===== src/rtl/assert_macros.svh =====
// Assertion macros shared by the stack arithmetic unit RTL.
`ifndef ASSERT_MACROS_SVH
`define ASSERT_MACROS_SVH

// Checked outside reset.
`define SAU_ASSERT(lbl, prop, msg) \
   lbl: assert property (@(posedge clock) disable iff (reset) prop) else $error(msg);

// Checked also during reset.
`define SAU_ASSERT_ALWAYS(lbl, prop, msg) \
   lbl: assert property (@(posedge clock) prop) else $error(msg);

`endif


===== src/rtl/sau_pkg.sv =====
// Types and codes of the stack arithmetic unit.
package sau_pkg;

   localparam logic [2:0] OP_PUSH = 3'd0;
   localparam logic [2:0] OP_ADD  = 3'd1;
   localparam logic [2:0] OP_SUB  = 3'd2;
   localparam logic [2:0] OP_DIV  = 3'd3;
   localparam logic [2:0] OP_MUL  = 3'd4;
   localparam logic [2:0] OP_SWAP = 3'd5;

   localparam logic [1:0] ST_OK      = 2'd0;
   localparam logic [1:0] ST_SHORT   = 2'd1;
   localparam logic [1:0] ST_DIVZERO = 2'd2;
   localparam logic [1:0] ST_FULL    = 2'd3;

   typedef struct packed {
      logic [2:0]          operation;
      logic signed [31:0]  push_value;
   } req_type;

   typedef struct packed {
      logic [1:0]          status;
      logic signed [31:0]  top_value;
      logic [6:0]          stack_depth;
   } rsp_type;

   typedef struct packed {
      logic       load_req;
      logic       push;
      logic       rd_en;
      logic       swap;
      logic       arith;
      logic       div_start;
      logic       div_load;
      logic [2:0] alu_op;
   } dp_cmd_type;

   typedef struct packed {
      logic full;
      logic short_stack;
      logic top_zero;
      logic div_done;
   } dp_stat_type;

endpackage


===== src/rtl/sau_divider.sv =====
// Iterative signed 32-bit divider, one quotient bit per cycle, truncating.
module sau_divider import sau_pkg::*; (
   input  logic        clock,
   input  logic        reset,
   input  logic        start,
   input  logic [31:0] dividend,
   input  logic [31:0] divisor,
   output logic [31:0] quotient,
   output logic        done
);

   logic [31:0] rem_ff, rem_in;
   logic [31:0] quo_ff, quo_in;
   logic [31:0] dvs_ff, dvs_in;
   logic        neg_ff, neg_in;
   logic [4:0]  cnt_ff, cnt_in;
   logic        run_ff, run_in;
   logic        done_ff, done_in;

   logic [32:0] rem_sh;
   logic [32:0] diff;
   logic        ge;

   assign rem_sh = {rem_ff, quo_ff[31]};
   assign diff   = rem_sh - {1'b0, dvs_ff};
   assign ge     = !diff[32];

   always_comb begin
      rem_in  = rem_ff;
      quo_in  = quo_ff;
      dvs_in  = dvs_ff;
      neg_in  = neg_ff;
      cnt_in  = cnt_ff;
      run_in  = run_ff;
      done_in = 1'b0;
      if (start) begin
         rem_in = '0;
         quo_in = dividend[31] ? (32'd0 - dividend) : dividend;
         dvs_in = divisor[31] ? (32'd0 - divisor) : divisor;
         neg_in = dividend[31] ^ divisor[31];
         cnt_in = '0;
         run_in = 1'b1;
      end else if (run_ff) begin
         rem_in = ge ? diff[31:0] : rem_sh[31:0];
         quo_in = {quo_ff[30:0], ge};
         cnt_in = cnt_ff + 5'd1;
         if (cnt_ff == 5'd31) begin
            run_in  = 1'b0;
            done_in = 1'b1;
         end
      end
   end

   always_ff @(posedge clock) begin
      rem_ff <= rem_in;
      quo_ff <= quo_in;
      dvs_ff <= dvs_in;
      neg_ff <= neg_in;
      cnt_ff <= cnt_in;
      if (reset) begin
         run_ff  <= 1'b0;
         done_ff <= 1'b0;
      end else begin
         run_ff  <= run_in;
         done_ff <= done_in;
      end
   end

   assign quotient = neg_ff ? (32'd0 - quo_ff) : quo_ff;
   assign done     = done_ff;

endmodule


===== src/rtl/sau_datapath.sv =====
// Stack datapath: top register, stack memory, ALU and divider.
module sau_datapath import sau_pkg::*; #(
   parameter int STACK_DEPTH = 64
) (
   input  logic        clock,
   input  logic        reset,
   input  req_type     req_data,
   input  dp_cmd_type  cmd,
   output dp_stat_type stat,
   output logic [31:0] top_value,
   output logic [6:0]  stack_depth
);

   localparam int CW = $clog2(STACK_DEPTH + 1);
   localparam int AW = $clog2(STACK_DEPTH);

   logic [31:0]   mem [STACK_DEPTH];
   logic [31:0]   val_ff;
   logic [31:0]   top_ff, top_in;
   logic [CW-1:0] depth_ff, depth_in;
   logic [31:0]   rd_data_ff;

   logic [CW-1:0] depth_m1, depth_m2;
   logic [AW-1:0] addr_m1, addr_m2, waddr;
   logic          mem_we;
   logic [31:0]   alu_res;
   logic [31:0]   quotient;
   logic          div_done;
   logic [CW+6:0] depth_wide;

   assign depth_m1 = depth_ff - CW'(1);
   assign depth_m2 = depth_ff - CW'(2);
   assign addr_m1  = depth_m1[AW-1:0];
   assign addr_m2  = depth_m2[AW-1:0];
   assign mem_we   = (cmd.push && (depth_ff != '0)) || cmd.swap;
   assign waddr    = cmd.push ? addr_m1 : addr_m2;

   sau_divider u_div (
      .clock    (clock),
      .reset    (reset),
      .start    (cmd.div_start),
      .dividend (rd_data_ff),
      .divisor  (top_ff),
      .quotient (quotient),
      .done     (div_done)
   );

   always_comb begin
      unique case (cmd.alu_op)
         OP_SUB:  alu_res = rd_data_ff - top_ff;
         OP_MUL:  alu_res = rd_data_ff * top_ff;
         default: alu_res = rd_data_ff + top_ff;
      endcase
   end

   always_comb begin
      top_in   = top_ff;
      depth_in = depth_ff;
      priority if (cmd.push) begin
         top_in   = val_ff;
         depth_in = depth_ff + CW'(1);
      end else if (cmd.swap) begin
         top_in = rd_data_ff;
      end else if (cmd.arith) begin
         top_in   = alu_res;
         depth_in = depth_m1;
      end else if (cmd.div_load) begin
         top_in   = quotient;
         depth_in = depth_m1;
      end else begin
         top_in   = top_ff;
         depth_in = depth_ff;
      end
   end

   always_ff @(posedge clock) begin
      if (mem_we) begin
         mem[waddr] <= top_ff;
      end
      if (cmd.rd_en) begin
         rd_data_ff <= mem[addr_m2];
      end
   end

   always_ff @(posedge clock) begin
      if (cmd.load_req) begin
         val_ff <= req_data.push_value;
      end
      top_ff <= top_in;
      if (reset) begin
         depth_ff <= '0;
      end else begin
         depth_ff <= depth_in;
      end
   end

   assign stat.full        = (depth_ff == CW'(STACK_DEPTH));
   assign stat.short_stack = (depth_ff < CW'(2));
   assign stat.top_zero    = (top_ff == 32'd0);
   assign stat.div_done    = div_done;

   assign depth_wide  = {7'd0, depth_ff};
   assign stack_depth = depth_wide[6:0];
   assign top_value   = (depth_ff != '0) ? top_ff : 32'd0;

endmodule


===== src/rtl/sau_control.sv =====
// Stack unit controller: sequences one operation at a time.
module sau_control import sau_pkg::*; (
   input  logic        clock,
   input  logic        reset,
   input  logic        start,
   input  logic [2:0]  req_operation,
   input  dp_stat_type stat,
   output dp_cmd_type  cmd,
   output logic        busy,
   output logic        rsp_valid,
   output logic [1:0]  status
);

   typedef enum logic [4:0] {
      S_IDLE  = 5'b00001,
      S_CHECK = 5'b00010,
      S_READ  = 5'b00100,
      S_DIVW  = 5'b01000,
      S_RESP  = 5'b10000
   } state_type;

   state_type  state_ff, state_in;
   logic [2:0] op_ff, op_in;
   logic [1:0] status_ff, status_in;
   logic       two_operand;

   assign two_operand = (op_ff == OP_ADD) || (op_ff == OP_SUB) || (op_ff == OP_DIV) ||
                        (op_ff == OP_MUL) || (op_ff == OP_SWAP);

   always_comb begin
      state_in   = state_ff;
      op_in      = op_ff;
      status_in  = status_ff;
      cmd        = '0;
      cmd.alu_op = op_ff;
      unique case (state_ff)
         S_IDLE: begin
            if (start) begin
               cmd.load_req = 1'b1;
               op_in        = req_operation;
               state_in     = S_CHECK;
            end
         end
         S_CHECK: begin
            status_in = ST_OK;
            state_in  = S_RESP;
            priority if (op_ff == OP_PUSH) begin
               if (stat.full) begin
                  status_in = ST_FULL;
               end else begin
                  cmd.push = 1'b1;
               end
            end else if (two_operand) begin
               priority if (stat.short_stack) begin
                  status_in = ST_SHORT;
               end else if ((op_ff == OP_DIV) && stat.top_zero) begin
                  status_in = ST_DIVZERO;
               end else begin
                  cmd.rd_en = 1'b1;
                  state_in  = S_READ;
               end
            end else begin
               // unused codes: no operation
               status_in = ST_OK;
            end
         end
         S_READ: begin
            priority if (op_ff == OP_SWAP) begin
               cmd.swap = 1'b1;
               state_in = S_RESP;
            end else if (op_ff == OP_DIV) begin
               cmd.div_start = 1'b1;
               state_in      = S_DIVW;
            end else begin
               cmd.arith = 1'b1;
               state_in  = S_RESP;
            end
         end
         S_DIVW: begin
            if (stat.div_done) begin
               cmd.div_load = 1'b1;
               state_in     = S_RESP;
            end
         end
         S_RESP: begin
            state_in = S_IDLE;
         end
         default: begin
            state_in = S_IDLE;
         end
      endcase
   end

   always_ff @(posedge clock) begin
      op_ff     <= op_in;
      status_ff <= status_in;
      if (reset) begin
         state_ff <= S_IDLE;
      end else begin
         state_ff <= state_in;
      end
   end

   assign busy      = (state_ff != S_IDLE);
   assign rsp_valid = (state_ff == S_RESP);
   assign status    = status_ff;

endmodule


===== src/rtl/stack_arithmetic_unit.sv =====
// Stack arithmetic unit top level: controller, datapath and checks.
//
//   channel   ports                          transfer when
//   request   start, busy, req_data          start && !busy
//   response  rsp_valid, rsp_data            rsp_valid (one cycle)
//
// Push, no-op and error cases pass through the CHECK and RESP states after the
// request transfer. Add, sub, mul and swap add a READ state for the registered
// stack memory read. Div adds READ and then DIVW, which waits for the 32-step
// divider. Synchronous reset empties the stack.
// The response cannot be stalled; busy holds off requests while an item runs.
`include "assert_macros.svh"

module stack_arithmetic_unit import sau_pkg::*; #(
   parameter int STACK_DEPTH = 64
) (
   input  logic    clock,
   input  logic    reset,
   input  logic    start,
   output logic    busy,
   input  req_type req_data,
   output logic    rsp_valid,
   output rsp_type rsp_data
);

   dp_cmd_type  cmd;
   dp_stat_type stat;
   logic [1:0]  status;
   logic [31:0] top_value;
   logic [6:0]  stack_depth;

   sau_control u_ctrl (
      .clock         (clock),
      .reset         (reset),
      .start         (start),
      .req_operation (req_data.operation),
      .stat          (stat),
      .cmd           (cmd),
      .busy          (busy),
      .rsp_valid     (rsp_valid),
      .status        (status)
   );

   sau_datapath #(
      .STACK_DEPTH (STACK_DEPTH)
   ) u_dp (
      .clock       (clock),
      .reset       (reset),
      .req_data    (req_data),
      .cmd         (cmd),
      .stat        (stat),
      .top_value   (top_value),
      .stack_depth (stack_depth)
   );

   assign rsp_data.status      = status;
   assign rsp_data.top_value   = top_value;
   assign rsp_data.stack_depth = stack_depth;

   `SAU_ASSERT(a_rsp_single, rsp_valid |=> !rsp_valid, "response strobe longer than one cycle")
   `SAU_ASSERT(a_accept_busy, (start && !busy) |=> busy, "request transfer did not raise busy")
   `SAU_ASSERT(a_err_depth, (rsp_valid && (rsp_data.status != ST_OK)) |-> $stable(rsp_data.stack_depth), "error response changed depth")
   `SAU_ASSERT_ALWAYS(a_reset_idle, reset |=> !busy && !rsp_valid, "not idle after reset")

endmodule

===== config.mk =====
export PLATFORM = sky130hd
export DESIGN_NAME = stack_arithmetic_unit
export DESIGN_NICKNAME = d
export VERILOG_FILES = /design/src/rtl/sau_pkg.sv /design/src/rtl/sau_divider.sv /design/src/rtl/sau_datapath.sv /design/src/rtl/sau_control.sv /design/src/rtl/stack_arithmetic_unit.sv
export VERILOG_INCLUDE_DIRS = /design/src /design/src/rtl
export SDC_FILE = /design/constraint.sdc
export NUM_CORES = 2
export LEC_CHECK = 0
export CAP_MARGIN = 10
export CORE_ASPECT_RATIO = 1.4
export CORE_MARGIN = 1.5
export CORE_UTILIZATION = 50
export DETAILED_ROUTE_END_ITERATION = 10
export DONT_BUFFER_PORTS = 1
export PLACE_DENSITY = 0.77
export REMOVE_ABC_BUFFERS = 1
export SLEW_MARGIN = 20
export SYNTH_ARGS = -nofsm -noshare
export SYNTH_HDL_FRONTEND = slang
export SYNTH_SLANG_ARGS = --single-unit

===== constraint.sdc =====
create_clock -name clock -period 11.36 [get_ports clock]
set_clock_uncertainty 0.2 [all_clocks]
set_input_delay 3.408 -clock clock [delete_from_list [all_inputs] [get_ports clock]]
set_output_delay 3.408 -clock clock [all_outputs]
set_load 0.05 [all_outputs]

==> results.ini <==
[outcome]
status = complete, no violations

[grt]
grt_use_met3_pct = 6.154
grt_antenna_before_repair = 30
grt_max_degree = 158
grt_pass1_vias = 63130
grt_pass1_wl_mm = 449.2
grtUsageMet2_pct = 47.40
top_usage_layer = met2
use_met1_pct = 33.15
groute.usage.overall_pct = 28.74
overflow = 0

[finish]
fin_area_sq_um = 118900
fillCellCount = 15720
final_nets = 7025
syn_to_final_growth_pct = 10.04
seqCellArea_sq_um = 67510
drive_above_1_share_pct = 19.38
multi_input_area_sq_um = 38140

[logic_synthesis]
ys_seq_elements = 2265
synthTopCellsByArea = edfxtp_1, mux4_2, fa_1, ha_1, and2_1
yosys.area_share.simple_pct = 5.466
synthMuxAreaShare_pct = 13.92
synth_common_cells = edfxtp_1, mux4_2, inv_1
synth_cells = 6345
ys.flop_type = edfxtp_1
synth-adder-area-share_pct = 9.909
postSynthAreaPerCell_sq_um = 17.03
ys_types = 75
yosysTopAreaCell = edfxtp_1
netlist.area_leader.share_pct = 61.51
synthXorXnorAreaFrac_pct = 2.180
synth_top_family_by_area = multiplexers
seq_area_frac_synth_pct = 62.45
synth_edf_count = 2214
yosysMostFrequentCell = edfxtp_1
synth_area_sq_um = 108100
ys_warn_count = 0
synth_compound_area_share_pct = 3.261
synthArstFlopShare_pct = 0

[critical_path]
cp_top_family = adder cells
worstSetupPathType = register to register
crit_buf_inv = 5
cp-end-kind = register
cp.arrival_ps = 8890
path_common_cell = fa_1
required_ps = 11780
critPathMaxStageDelay_ps = 690
path_max_fanout = 55
cpMaxStageDelayCell = buf_4
crit_path_start_kind = register

[cts]
ctsHoldBuffers = 0
clock_path_buffers = 4
cts_tree = built
cts_root_buf = clkbuf_16
h-tree-depth = 4
cts.sinks = 2265
cts_resized = 0
cts_setup_buffers = 0
cts_made_buffers = 198
clk_latency_ps = 850
clkSlewWorstSetupHoldPaths_ps = 70

[timing]
rsz0062_at_grt = no
setup_ws_ps = 2895
tightestPinTransition_ps = 1203
setup_tns_ps = 0
fin_crit_sh_pct = 74.52
hold_violations = 0
finalCriticalPeriod_ps = 8465
setup_violations = 0
maxSlewHeadroom_pct = 19.78
clock.fmax_mhz = 118.1
finalMaxSlewViolations = 0

[worst_hold_path]
hp-class = register to register

[route]
wl_per_cell_um = 33.55
first_iter_violations = 8297
antenna_left = 0
viasPerCell = 6.514
dr.pass1.iters = 11
wirelength_mm = 315.1
vias = 61180
drc = 0

[job]
max_cap_violations = 0

[placement]
placed_area_sq_um = 112400
gp_congestion = 0.9577
hpwl_mm = 182.0
portBuffers = 0
dp_slack_ps = 3079

[floorplan]
ioPinCount = 81
num_rows = 201
die_w_um = 396.0
die_h_um = 553.1
core-area_sq_um = 214500
initial_core_util_pct = 50.38
die_area_sq_um = 219000

[pwr]
peakVddDrop_v = 0.0001235
power_mw = 16.62
p_per_area_nw_per_um2 = 139.7
p_leak_nw = 39.77

## tightest hold or removal path, stage by stage (launching register included)
cell	delay, ps
dfxtp_1	340
nand2_1	70
a21oi_1	50
## power breakdown
| group | internal, mW | leakage [nW] | switching (mW) |
|---|---|---|---|
| clock | 3.78 | 3.14 | 3.08 |
| combinational | 0.280 | 16.3 | 0.395 |
| sequential | 9.06 | 20.3 | 0.0281 |
## registers in the layout (all words and copies together), names as in the netlist
signal and cells:
u_dp.rd_data_ff 32, u_ctrl.state_ff 5, u_ctrl.status 2, u_dp.u_div.dvs_ff 32, u_dp.mem 2048, u_dp.u_div.rem_ff 32, u_dp.top_ff 32, u_ctrl.op_ff 3
u_dp.u_div.done 1, u_dp.u_div.cnt_ff 5, u_dp.val_ff 32, u_dp.u_div.quo_ff 32, u_dp.u_div.neg_ff 1, u_dp.u_div.run_ff 1, u_dp.stack_depth 7
## cells in the final DEF, fill, tap and decap left out, types with 10 or more instances in the layout
master,netlist,layout
ha_1,200,199
inv_1,437,436
and3_1,13,13
nand3_1,43,42
inv_6,0,10
clkinv_2,0,43
xnor2_1,150,149
o21a_1,13,13
and2_1,351,351
clkbuf_1,303,34
clkbuf_16,0,200
fa_1,410,410
a21o_1,33,33
dfxtp_1,51,48
nand4_1,13,13
buf_4,0,189
a211oi_1,52,52
clkinvlp_4,0,13
or3_1,21,21
nor2_1,188,122
mux4_2,664,664
nor2_4,1,67
edfxtp_1,2214,2214
xor2_1,119,116
a22oi_1,20,20
nand2b_1,26,26
o41ai_1,11,10
o21ai_0,141,141
nor3_1,30,29
clkinv_1,1,29
nand2_1,416,416
nor2b_1,14,14
o211ai_1,16,16
o31ai_1,35,35
a21oi_1,106,105
or4_1,19,19
diode_2,0,14
a31oi_1,26,26
bufinv_16,0,23
## cell type report
type / count / area share [%]
repair buffers: 199 / 1.354
flip-flops and latches: 2265 / 56.76
inverters: 438 / 1.382
well taps: 2842 / 2.990
clock buffers: 234 / 4.315
multi-input cells: 3275 / 32.07
diodes: 14 / 0.02945
clock inverters: 125 / 1.099
## final timing paths
path	start	endpoint	slack, ps	depth (start not counted)
setup / recovery	u_dp.top_ff[9]$_DFFE_PP_	u_dp.top_ff[31]$_DFFE_PP_	2890	25
hold / removal	u_dp.u_div.rem_ff[1]$_SDFFE_PP0P_	u_dp.u_div.rem_ff[1]$_SDFFE_PP0P_	300	2
setup reg to reg	u_dp.top_ff[9]$_DFFE_PP_	u_dp.top_ff[31]$_DFFE_PP_	2890	25
hold reg to reg	u_dp.u_div.rem_ff[1]$_SDFFE_PP0P_	u_dp.u_div.rem_ff[1]$_SDFFE_PP0P_	300	2
## layer usage
metal | routed length, um | vias to the layer above
met5 | 258 | -
met4 | 27490 | 38
met3 | 32720 | 1131
met2 | 154100 | 4351
met1 | 100500 | 31590
li1 | - | 24070
## cell families after synthesis
kind of cell / Yosys count
flip-flops: 2265
AND/OR/NAND/NOR: 1181
buffers and inverters: 805
multiplexers: 673
adder cells (fa/ha/maj): 610
AO/OA/AOI/OAI: 542
XOR/XNOR: 269
## through the flow
| stage | hold WS [ps] | cells | utilization [%] |
|---|---|---|---|
| global route | 327.4 | 9386 | 55.44 |
| floorplan | 258.7 | 5978 | - |
| CTS | 290.9 | 9376 | 55.41 |
| global placement | 274.7 | 9014 | 52.37 |
| detailed placement | 281.5 | 9017 | 52.40 |
| finish | 299.0 | 9392 | 55.44 |
(Power assumes the default switching activity.)
